### config.mk
export PLATFORM = sky130hd
export DESIGN_NAME = min_tracking_fifo
export DESIGN_NICKNAME = d
export VERILOG_FILES = /design/src/rtl/mtf_pkg.sv /design/src/rtl/mtf_ram.sv /design/src/rtl/min_tracking_fifo.sv
export SDC_FILE = /design/constraint.sdc
export NUM_CORES = 1
export LEC_CHECK = 0
export ABC_AREA = 1
export BUFFER_PORTS_ARGS = -buffer_cell sky130_fd_sc_hd__buf_2
export CAP_MARGIN = 5
export CORE_AREA = 10 10 250 252
export DETAILED_ROUTE_END_ITERATION = 7
export DIE_AREA = 0 0 260 262
export PLACE_DENSITY = 0.68
export SLEW_MARGIN = 40
export SYNTH_ARGS = -nofsm -noshare
export SYNTH_HDL_FRONTEND = slang
export SYNTH_HIERARCHICAL = 1
export SYNTH_SLANG_ARGS = --single-unit
### constraint.sdc
create_clock -name clk -period 2.89 [get_ports clk]
set_clock_uncertainty 0.1 [all_clocks]
set_input_delay 0.4335 -clock clk [delete_from_list [all_inputs] [get_ports clk]]
set_output_delay 0.4335 -clock clk [all_outputs]
set_load 0.05 [all_outputs]
### src/rtl/mtf_pkg.sv
// Shared types, constants and helpers for the minimum-tracking FIFO.
`default_nettype none
package mtf_pkg;

	localparam int STACK_DEPTH = 16;
	localparam int PTR_W       = $clog2(STACK_DEPTH);
	localparam int CNT_W       = $clog2(STACK_DEPTH + 1);

	localparam logic [1:0] MODE_PUSH  = 2'd0;
	localparam logic [1:0] MODE_POP   = 2'd1;
	localparam logic [1:0] MODE_QUERY = 2'd2;

	localparam logic [1:0] ST_OK    = 2'd0;
	localparam logic [1:0] ST_EMPTY = 2'd1;
	localparam logic [1:0] ST_FULL  = 2'd2;

	typedef struct packed {
		logic [7:0] val;
		logic [7:0] mn;
	} entry_t;

	function automatic logic [7:0] min8(input logic [7:0] a, input logic [7:0] b);
		return (a < b) ? a : b;
	endfunction

endpackage
`default_nettype wire

### src/rtl/mtf_ram.sv
// Simple dual-port RAM, one write and one registered read port.
`default_nettype none
module mtf_ram #(
	parameter int DEPTH  = 16,
	parameter int DATA_W = 16
) (
	input  wire logic                     clk,
	input  wire logic                     we,
	input  wire logic [$clog2(DEPTH)-1:0] waddr,
	input  wire logic [DATA_W-1:0]        wdata,
	input  wire logic [$clog2(DEPTH)-1:0] raddr,
	output logic      [DATA_W-1:0]        rdata
);

	logic [DATA_W-1:0] mem [DEPTH];

	always_ff @(posedge clk) begin
		if (we) begin
			mem[waddr] <= wdata;
		end
		rdata <= mem[raddr];
	end

endmodule
`default_nettype wire

### src/rtl/min_tracking_fifo.sv
// Minimum-tracking FIFO built from two stacks held in RAM.
//
// Input stream: s_tuser carries the operation (push, pop, query minimum),
// s_tdata the value to push. Output stream: m_tdata carries the popped value
// or the minimum, m_tuser the status (ok, empty, full). Every input word
// yields exactly one output word.
//
// Each stack lives in a 16-entry RAM with a registered read port; an entry
// holds a value and the running minimum down to the stack bottom.
// Push, query and a pop that finds the outbound stack occupied first read
// the stack tops, then form the result and update the stack; a push writes
// its entry back. A pop onto an empty outbound stack first moves the inbound
// stack over, one entry per cycle.
//
// A finished result sits in the output register; the next word is taken
// while it waits. If the receiver still stalls when the following result is
// ready, that result is parked and input is held off until it drains.
// Reset empties both stacks and the output register; RAM contents are left.
`default_nettype none
module min_tracking_fifo
	import mtf_pkg::*;
(
	input  wire logic       clk,
	input  wire logic       arst_n,
	input  wire logic       s_tvalid,
	output logic            s_tready,
	input  wire logic [7:0] s_tdata,  // value
	input  wire logic [1:0] s_tuser,  // mode
	output logic            m_tvalid,
	input  wire logic       m_tready,
	output logic      [7:0] m_tdata,  // data
	output logic      [1:0] m_tuser   // status
);

	localparam logic [1:0] S_IDLE = 2'd0;
	localparam logic [1:0] S_EXEC = 2'd1;
	localparam logic [1:0] S_MOVE = 2'd2;
	localparam logic [1:0] S_RESP = 2'd3;

	logic [1:0]       state_q;
	logic [1:0]       mode_q;
	logic [7:0]       value_q;
	logic [CNT_W-1:0] in_cnt_q;
	logic [CNT_W-1:0] out_cnt_q;
	logic             mv_pend_q;
	logic [7:0]       run_min_q;
	logic [7:0]       last_val_q;
	logic [7:0]       pend_data_q;
	logic [1:0]       pend_status_q;
	logic             m_tvalid_q;
	logic [7:0]       m_data_q;
	logic [1:0]       m_status_q;

	entry_t           in_rdata;
	entry_t           out_rdata;
	entry_t           in_wdata;
	entry_t           out_wdata;
	logic             in_we;
	logic             out_we;
	logic [CNT_W-1:0] in_dec;
	logic [CNT_W-1:0] out_dec;
	logic             res_fire;
	logic [7:0]       res_data;
	logic [1:0]       res_status;
	logic             out_free;
	logic             in_full;

	assign in_dec   = in_cnt_q - CNT_W'(1);
	assign out_dec  = out_cnt_q - CNT_W'(1);
	assign in_full  = (in_cnt_q == CNT_W'(STACK_DEPTH));
	assign out_free = !m_tvalid_q || m_tready;
	assign s_tready = (state_q == S_IDLE);
	assign m_tvalid = m_tvalid_q;
	assign m_tdata  = m_data_q;
	assign m_tuser  = m_status_q;

	mtf_ram #(.DEPTH(STACK_DEPTH), .DATA_W($bits(entry_t))) u_in_ram (
		.clk   (clk),
		.we    (in_we),
		.waddr (in_cnt_q[PTR_W-1:0]),
		.wdata (in_wdata),
		.raddr (in_dec[PTR_W-1:0]),
		.rdata (in_rdata)
	);

	mtf_ram #(.DEPTH(STACK_DEPTH), .DATA_W($bits(entry_t))) u_out_ram (
		.clk   (clk),
		.we    (out_we),
		.waddr (out_cnt_q[PTR_W-1:0]),
		.wdata (out_wdata),
		.raddr (out_dec[PTR_W-1:0]),
		.rdata (out_rdata)
	);

	always_comb begin
		res_fire   = 1'b0;
		res_data   = '0;
		res_status = ST_OK;
		in_we      = 1'b0;
		in_wdata   = '0;
		out_we     = 1'b0;
		out_wdata  = '0;
		case (state_q)
			S_EXEC: begin
				case (mode_q)
					MODE_PUSH: begin
						res_fire     = 1'b1;
						in_wdata.val = value_q;
						in_wdata.mn  = (in_cnt_q != '0) ? min8(value_q, in_rdata.mn)
						                                : value_q;
						if (in_full) begin
							res_status = ST_FULL;
						end else begin
							in_we = 1'b1;
						end
					end
					MODE_POP: begin
						if (out_cnt_q != '0) begin
							res_fire = 1'b1;
							res_data = out_rdata.val;
						end else if (in_cnt_q == '0) begin
							res_fire   = 1'b1;
							res_status = ST_EMPTY;
						end
					end
					MODE_QUERY: begin
						res_fire = 1'b1;
						if (in_cnt_q == '0 && out_cnt_q == '0) begin
							res_status = ST_EMPTY;
						end else if (in_cnt_q == '0) begin
							res_data = out_rdata.mn;
						end else if (out_cnt_q == '0) begin
							res_data = in_rdata.mn;
						end else begin
							res_data = min8(in_rdata.mn, out_rdata.mn);
						end
					end
					default: begin
						res_fire = 1'b1;
					end
				endcase
			end
			S_MOVE: begin
				if (mv_pend_q) begin
					out_we        = 1'b1;
					out_wdata.val = in_rdata.val;
					out_wdata.mn  = (out_cnt_q != '0) ? min8(in_rdata.val, run_min_q)
					                                  : in_rdata.val;
				end
				if (in_cnt_q == '0 && !mv_pend_q) begin
					res_fire = 1'b1;
					res_data = last_val_q;
				end
			end
			default: begin
			end
		endcase
	end

	always_ff @(posedge clk or negedge arst_n) begin
		if (!arst_n) begin
			state_q    <= S_IDLE;
			in_cnt_q   <= '0;
			out_cnt_q  <= '0;
			mv_pend_q  <= 1'b0;
			m_tvalid_q <= 1'b0;
		end else begin
			case (state_q)
				S_IDLE: begin
					if (s_tvalid) begin
						state_q <= S_EXEC;
					end
				end
				S_EXEC: begin
					if (in_we) begin
						in_cnt_q <= in_cnt_q + CNT_W'(1);
					end
					if (mode_q == MODE_POP && out_cnt_q != '0) begin
						out_cnt_q <= out_dec;
					end
					if (!res_fire) begin
						state_q   <= S_MOVE;
						mv_pend_q <= 1'b0;
					end
				end
				S_MOVE: begin
					if (in_cnt_q != '0) begin
						in_cnt_q  <= in_dec;
						mv_pend_q <= 1'b1;
					end else begin
						mv_pend_q <= 1'b0;
					end
					if (out_we) begin
						out_cnt_q <= out_cnt_q + CNT_W'(1);
					end
					if (res_fire) begin
						out_cnt_q <= out_dec;
					end
				end
				S_RESP: begin
					if (out_free) begin
						state_q <= S_IDLE;
					end
				end
				default: begin
					state_q <= S_IDLE;
				end
			endcase
			if (res_fire) begin
				state_q <= out_free ? S_IDLE : S_RESP;
			end
			if (res_fire && out_free) begin
				m_tvalid_q <= 1'b1;
			end else if (state_q == S_RESP && out_free) begin
				m_tvalid_q <= 1'b1;
			end else if (m_tready) begin
				m_tvalid_q <= 1'b0;
			end
		end
	end

	always_ff @(posedge clk) begin
		if (s_tvalid && s_tready) begin
			mode_q  <= s_tuser;
			value_q <= s_tdata;
		end
		if (out_we) begin
			run_min_q  <= out_wdata.mn;
			last_val_q <= out_wdata.val;
		end
		if (res_fire && !out_free) begin
			pend_data_q   <= res_data;
			pend_status_q <= res_status;
		end
		if (res_fire && out_free) begin
			m_data_q   <= res_data;
			m_status_q <= res_status;
		end else if (state_q == S_RESP && out_free) begin
			m_data_q   <= pend_data_q;
			m_status_q <= pend_status_q;
		end
	end

endmodule
`default_nettype wire

Yosys cells after proc, flatten, opt, wreduce, memory -nomap -nowiden
Memory sizes are Yosys's and may differ from the RTL's. A register that Yosys moved wholly into a read port is not among the register bits.
Index checks and enable logic that the tools add are counted.
{ "op_classes": {"add_sub_neg": 4, "n_reduce_logical": 25, "n_mux": 58, "n_lt_le_gt_ge": 3, "n_eq_ne": 13} }
{ "ops": {"columns": ["cell", "n"], "rows": [
  ["8-bit two-way mux", 12],
  ["16-bit two-way mux", 4],
  ["8-bit case mux with 2 select lines", 2],
  ["5-bit two-way mux", 5],
  ["8-bit < comparator", 3],
  ["1-bit two-way mux", 21],
  ["5-bit case mux with 2 select lines", 2],
  ["2-bit two-way mux", 8],
  ["2-bit case mux with 3 select lines", 2],
  ["5-bit by 1-bit adder with 5-bit output, second input constant", 2],
  ["5-bit zero test", 2],
  ["5-bit nonzero test", 2],
  ["5-bit by 1-bit subtractor with 5-bit output, second input constant", 2],
  ["3-bit AND reduction", 3],
  ["2-bit inequality test, second input constant", 4],
  ["1-bit logical AND", 7],
  ["2-bit equality test, second input constant", 3],
  ["3-bit inequality test, second input constant", 2],
  ["5-bit equality test, second input constant", 1],
  ["2-bit by 1-bit equality test with 1-bit output, second input constant", 2],
  ["2-bit zero test", 2],
  ["1-bit case mux with 2 select lines", 2],
  ["2-bit nonzero test", 2],
  ["4-bit nonzero test", 1],
  ["other kinds (5)", 7]
]} }
{ "word_totals": {"wordCells": 118, "out_inout_bits": 12, "mem_bits_rw": 512, "memories": 2, "reg_bits": 60} }
{ "memory_table": {"columns": ["memory", "depth", "width", "read_ports", "rd_clocked_by_memory_dff", "write_ports", "line_no", "text"], "rows": [
  ["u_in_ram.mem", 16, 16, 1, 1, 1, "mtf_ram.sv:15", "logic [DATA_W-1:0] mem [DEPTH];"],
  ["u_out_ram.mem", 16, 16, 1, 1, 1, "mtf_ram.sv:15", null]
]} }

Longest topological paths before layout
{ "logic_depth": {"depth_word": 8, "mapped_depth": 17, "depth_no_buf": 17} }

Hierarchy
Netlist, hierarchy kept.
{ "by_module_without_submodules": {"columns": ["mod", "seq_area_each_um2", "instances", "area_per_inst_um2", "cells_each"], "rows": [
  ["mtf_ram", 8007.7, 2, 11380.9, 1074],
  ["min_tracking_fifo", 1731.7, 1, 3908.7, 471]
]} }

Least setup slack after synthesis
Ideal clock, no wire load.
{ "synth_path": {"path_kind": "reg-to-reg", "from": "register run_min_q[3]", "to": "register run_min_q[6] (data pin)", "path_slack_ns": 0.134, "synth_period_minus_slack_ns": 2.756, "path_stages_with_launch": 10, "setup_time_ns": 0.348, "t_arrival_ns": 2.308, "path_cell_list": "edfxtp_1 -> inv_1 -> ha_1 -> a21oi_1 -> o21ai_1 -> nor3b_1 -> o21ai_1 -> buf_2 -> nor2_1 -> a211oi_1"} }
{ "synth_lines": {"columns": ["element", "line_no", "text"], "rows": [
  ["from (decl)", "min_tracking_fifo.sv:46", "logic [7:0] run_min_q;"],
  ["from (signal assigned)", "min_tracking_fifo.sv:228", "run_min_q <= out_wdata.mn;"]
]} }

Worst setup path after layout
{ "layout_path": {"from": "register state_q[1]", "to": "memory u_in_ram.mem[12][11] (enable)"} }
{ "layout_via": {"elab_chain_len": 4} }
{ "layout_rtl": {"columns": ["element", "line_no", "text"], "rows": [
  ["from (decl)", "min_tracking_fifo.sv:40", "logic [1:0] state_q;"],
  ["from (signal assigned)", "min_tracking_fifo.sv:210", "state_q <= out_free ? S_IDLE : S_RESP;"],
  ["2-bit by 1-bit equality test with 1-bit output", "min_tracking_fifo.sv:103", "case (state_q)"],
  ["1-bit two-way mux", "min_tracking_fifo.sv:103", null],
  ["net in_we", "min_tracking_fifo.sv:58", "logic in_we;"],
  ["1-bit two-way mux", "mtf_ram.sv:18", "if (we) begin"],
  ["1-bit two-way mux (not written as such)", "mtf_ram.sv:19", "mem[waddr] <= wdata;"],
  ["to (decl)", "mtf_ram.sv:15", null]
]} }
The timed path passes the listed nets, and every way through them passes these cells.

==> out/metrics.yaml <==
clock_network:
  ctsHoldBuffers: 11
  cts_buffer_depth: 3
  cts_tree: "yes"
  clkSlewWorstSetupHoldPaths_ns: 0.06
  cts_root_buf: "clkbuf_16"
  post_cts_buffers: 0
  numClockSinks: 604
  cts_buffers: 59
  clkLatencyLatePin_ns: 0.64
  htree_num_levels: 2
  ctsResizeCount: 0
sta:
  fmaxAchievable_mhz: 380
  worstMarginPinSlew_ns: 0.837
  tns_ns: 0
  finalHoldViolations: 0
  fin_crit_sh_pct: 91.0
  rsz0062_at_grt: "false"
  slew_headroom_pct: 44.2
  report.final.slew_viol_count: 0
  setup_viol: 0
  min_period_ns: 2.63
floorplanning:
  core_sq_um: 57400
  ios: 26
  fp.dieW_um: 260
  start_util_pct: 46.5
  rows: 88
  die_area_sq_um: 68100
  die_h_um: 262
yosys:
  synth_warnings: 6
  syn_avg_cell_area_sq_um: 10.2
  syn_area_sq_um: 26700
  synth_area_leader_cell: "edfxtp_1"
  yosysUniqueCellTypes: 38
  netlist.area_leader.share_pct: 62.8
  yosysSeqAreaShare_pct: 66.5
  syn_nets: 2666
  ys_ff_latch: 604
  yosysMostFrequentCell: "nand2_1"
  async_flop_share_pct: 2.32
  synth_common_cells: "nand2_1 (807), edfxtp_1 (558), inv_1 (466)"
  netlist_top_cells_area: "edfxtp_1 (63%), nand2_1 (11%), nand3_1 (7.8%)"
  synthCells: 2619
  synth_edf_count: 558
  ys.flop_type: "edfxtp_1"
detailed_routing:
  first_iter_violations: 1818
  via_per_inst: 5.19
  drtPass1Iterations: 5
  routed_wl_mm: 66.3
  ant_nets: 0
  remaining_drc_errors: 0
  routedWlPerCell_um: 18.8
  vias: 18300
place:
  gp_congestion: 0.890
  portBuffers: 25
  hpwl_mm: 38.7
final_layout:
  area_growth_pct: 13.7
  drive_gt1_share_pct: 10.6
  nets: 2764
  fin_util_pct: 52.9
  antenna_cells: 0
power:
  irDropWorstVdd_mv: 0.819
  power_leakage_nw: 13.2
  clockPowerShare_pct: 24.8
  sw_frac_of_total_pct: 40.5
  pwr-share-seq_pct: 33.9
  p_switching_mw: 12.9
  p_int_mw: 18.9
  power_density_nw_per_um2: 1050
  pwr-share-comb_pct: 41.3
global_route:
  antenna_found_initial: 0
  grt_pass1_wl_mm: 100
  grt_overflow_total: 0
  track_usage_pct: 19.2
  grt_pass1_vias: 17500
  grt_max_degree: 131
worst_setup_path:
  critPathArrivalTime_ns: 2.80
  path_max_fanout: 16
  worstSetupEndpointType: "flop"
  start_kind: "flop"
  critical_path_class: "flop to flop"
  crit_required_ns: 3.06
status:
  status: "completed"
worst_hold_path:
  hold_path_class: "input port to flop"
flow_run:
  max-cap-violations: 0
layout make-up:
class	instances	area (sq um)
Multi-Input combinational cell	1425	6600
Clock buffer	85	1650
Tap cell	765	957
Clock inverter	26	343
Timing Repair Buffer	147	1220
Fill cell	4862	27000
Sequential cell	604	17700
Inverter	480	1810
power by group through the flow:
stage                     registers [mW]  logic [mW]  clock network, mW
after CTS                           10.8        13.0               7.98
final                               10.8        13.1               7.86
after detailed placement            10.9        12.9                  0
after floorplan                     11.0        8.80                  0
after global placement              10.9        12.6                  0
after global routing                10.8        14.3               8.32
path summary, 6_finish.rpt:
kind	from	end	slack (ns)	cells after the start
max in group asynchronous	arst_n	in_cnt_q[4]	2.21	2
hold reg to reg	pend_data_q[5]	m_tdata[5]	0.42	2
min in group asynchronous	arst_n	out_cnt_q[0]	0.20	2
hold / removal	m_tready	m_tvalid	0.07	4
setup / recovery	state_q[1]	u_in_ram/mem[12][11]	0.26	9
setup reg to reg	state_q[1]	u_in_ram/mem[12][11]	0.26	9
flip-flops by register name, indices dropped and copies added, names as in the netlist:
signal	flops
out_cnt_q	5
m_tvalid	1
u_in_ram/mem	256
m_tuser	2
u_in_ram/rdata	16
in_cnt_q	5
pend_status_q	2
mv_pend_q	1
state_q	2
u_out_ram/rdata	16
u_out_ram/mem	256
m_tdata	8
run_min_q	8
value_q	8
mode_q	2
pend_data_q	8
last_val_q	8
through the flow:
stage | setup WS [ns] | power, mW | area [sq um] | cells | hold WS, ns
global route | 0.0757 | 33.5 | 30300 | 3532 | 0.0890
global placement | 0.227 | 23.5 | 28200 | 3409 | 0.257
finish | 0.259 | 31.7 | 30300 | 3532 | 0.0687
detailed placement | 0.184 | 23.8 | 28200 | 3410 | 0.269
CTS | 0.132 | 31.8 | 30300 | 3532 | 0.0353
floorplan | 0.134 | 19.8 | 26700 | 2619 | 0.0379
worst max-delay path: stages (launching register included):
cell     delay (ns)
dfrtp_1        0.41
inv_1          0.10
ha_1           0.30
nand2_1        0.14
inv_2          0.18
nand2_1        0.14
inv_1          0.15
nand3_1        0.21
nor2_2         0.13
buf_4          0.36
layout by cell type (no fill, tap or decap), types with 2 or more instances in the layout:
cell	netlist	final
o211ai_1	2	2
a211oi_1	5	5
nor3_1	3	3
clkbuf_16	0	60
a21oi_1	31	23
buf_2	40	25
o21ai_1	9	9
clkbuf_8	0	5
buf_4	37	99
a21oi_2	1	9
nor2_4	4	4
clkinv_2	0	16
bufinv_16	0	7
nor2_1	66	35
nor2_2	0	31
ha_1	33	33
nand3_1	415	415
xor2_1	11	9
clkinv_1	1	5
buf_12	0	12
edfxtp_1	558	558
nand3b_1	4	4
nand2_1	807	807
dfxtp_1	32	32
dlygate4sd3_1	0	11
clkbuf_1	22	20
nand2_2	2	2
xor2_4	0	2
inv_1	466	462
o21ai_0	21	21
inv_2	12	12
dfrtp_1	14	14
layer usage:
| layer | vias up | part of all wire [%] | global-route usage, % |
|---|---|---|---|
| li1 | 8642 | - | - |
| met5 | - | 0 | 0 |
| met1 | 8854 | 41 | 24.0 |
| met4 | 0 | 3.3 | 7.86 |
| met3 | 138 | 6.8 | 2.80 |
| met2 | 697 | 49 | 33.0 |
kinds of logic (layout without fill, tap and decap cells):
kind of cell	after synthesis	in the layout	share of synthesized area (%)
adder cells (fa/ha/maj)	33	33	1.55
XOR/XNOR	12	12	0.394
buffers and inverters	590	738	9.25
AO/OA/AOI/OAI	74	74	1.54
AND/OR/NAND/NOR	1306	1306	20.7
flip-flops	604	604	66.5
Power figures use the tool's default switching activity.
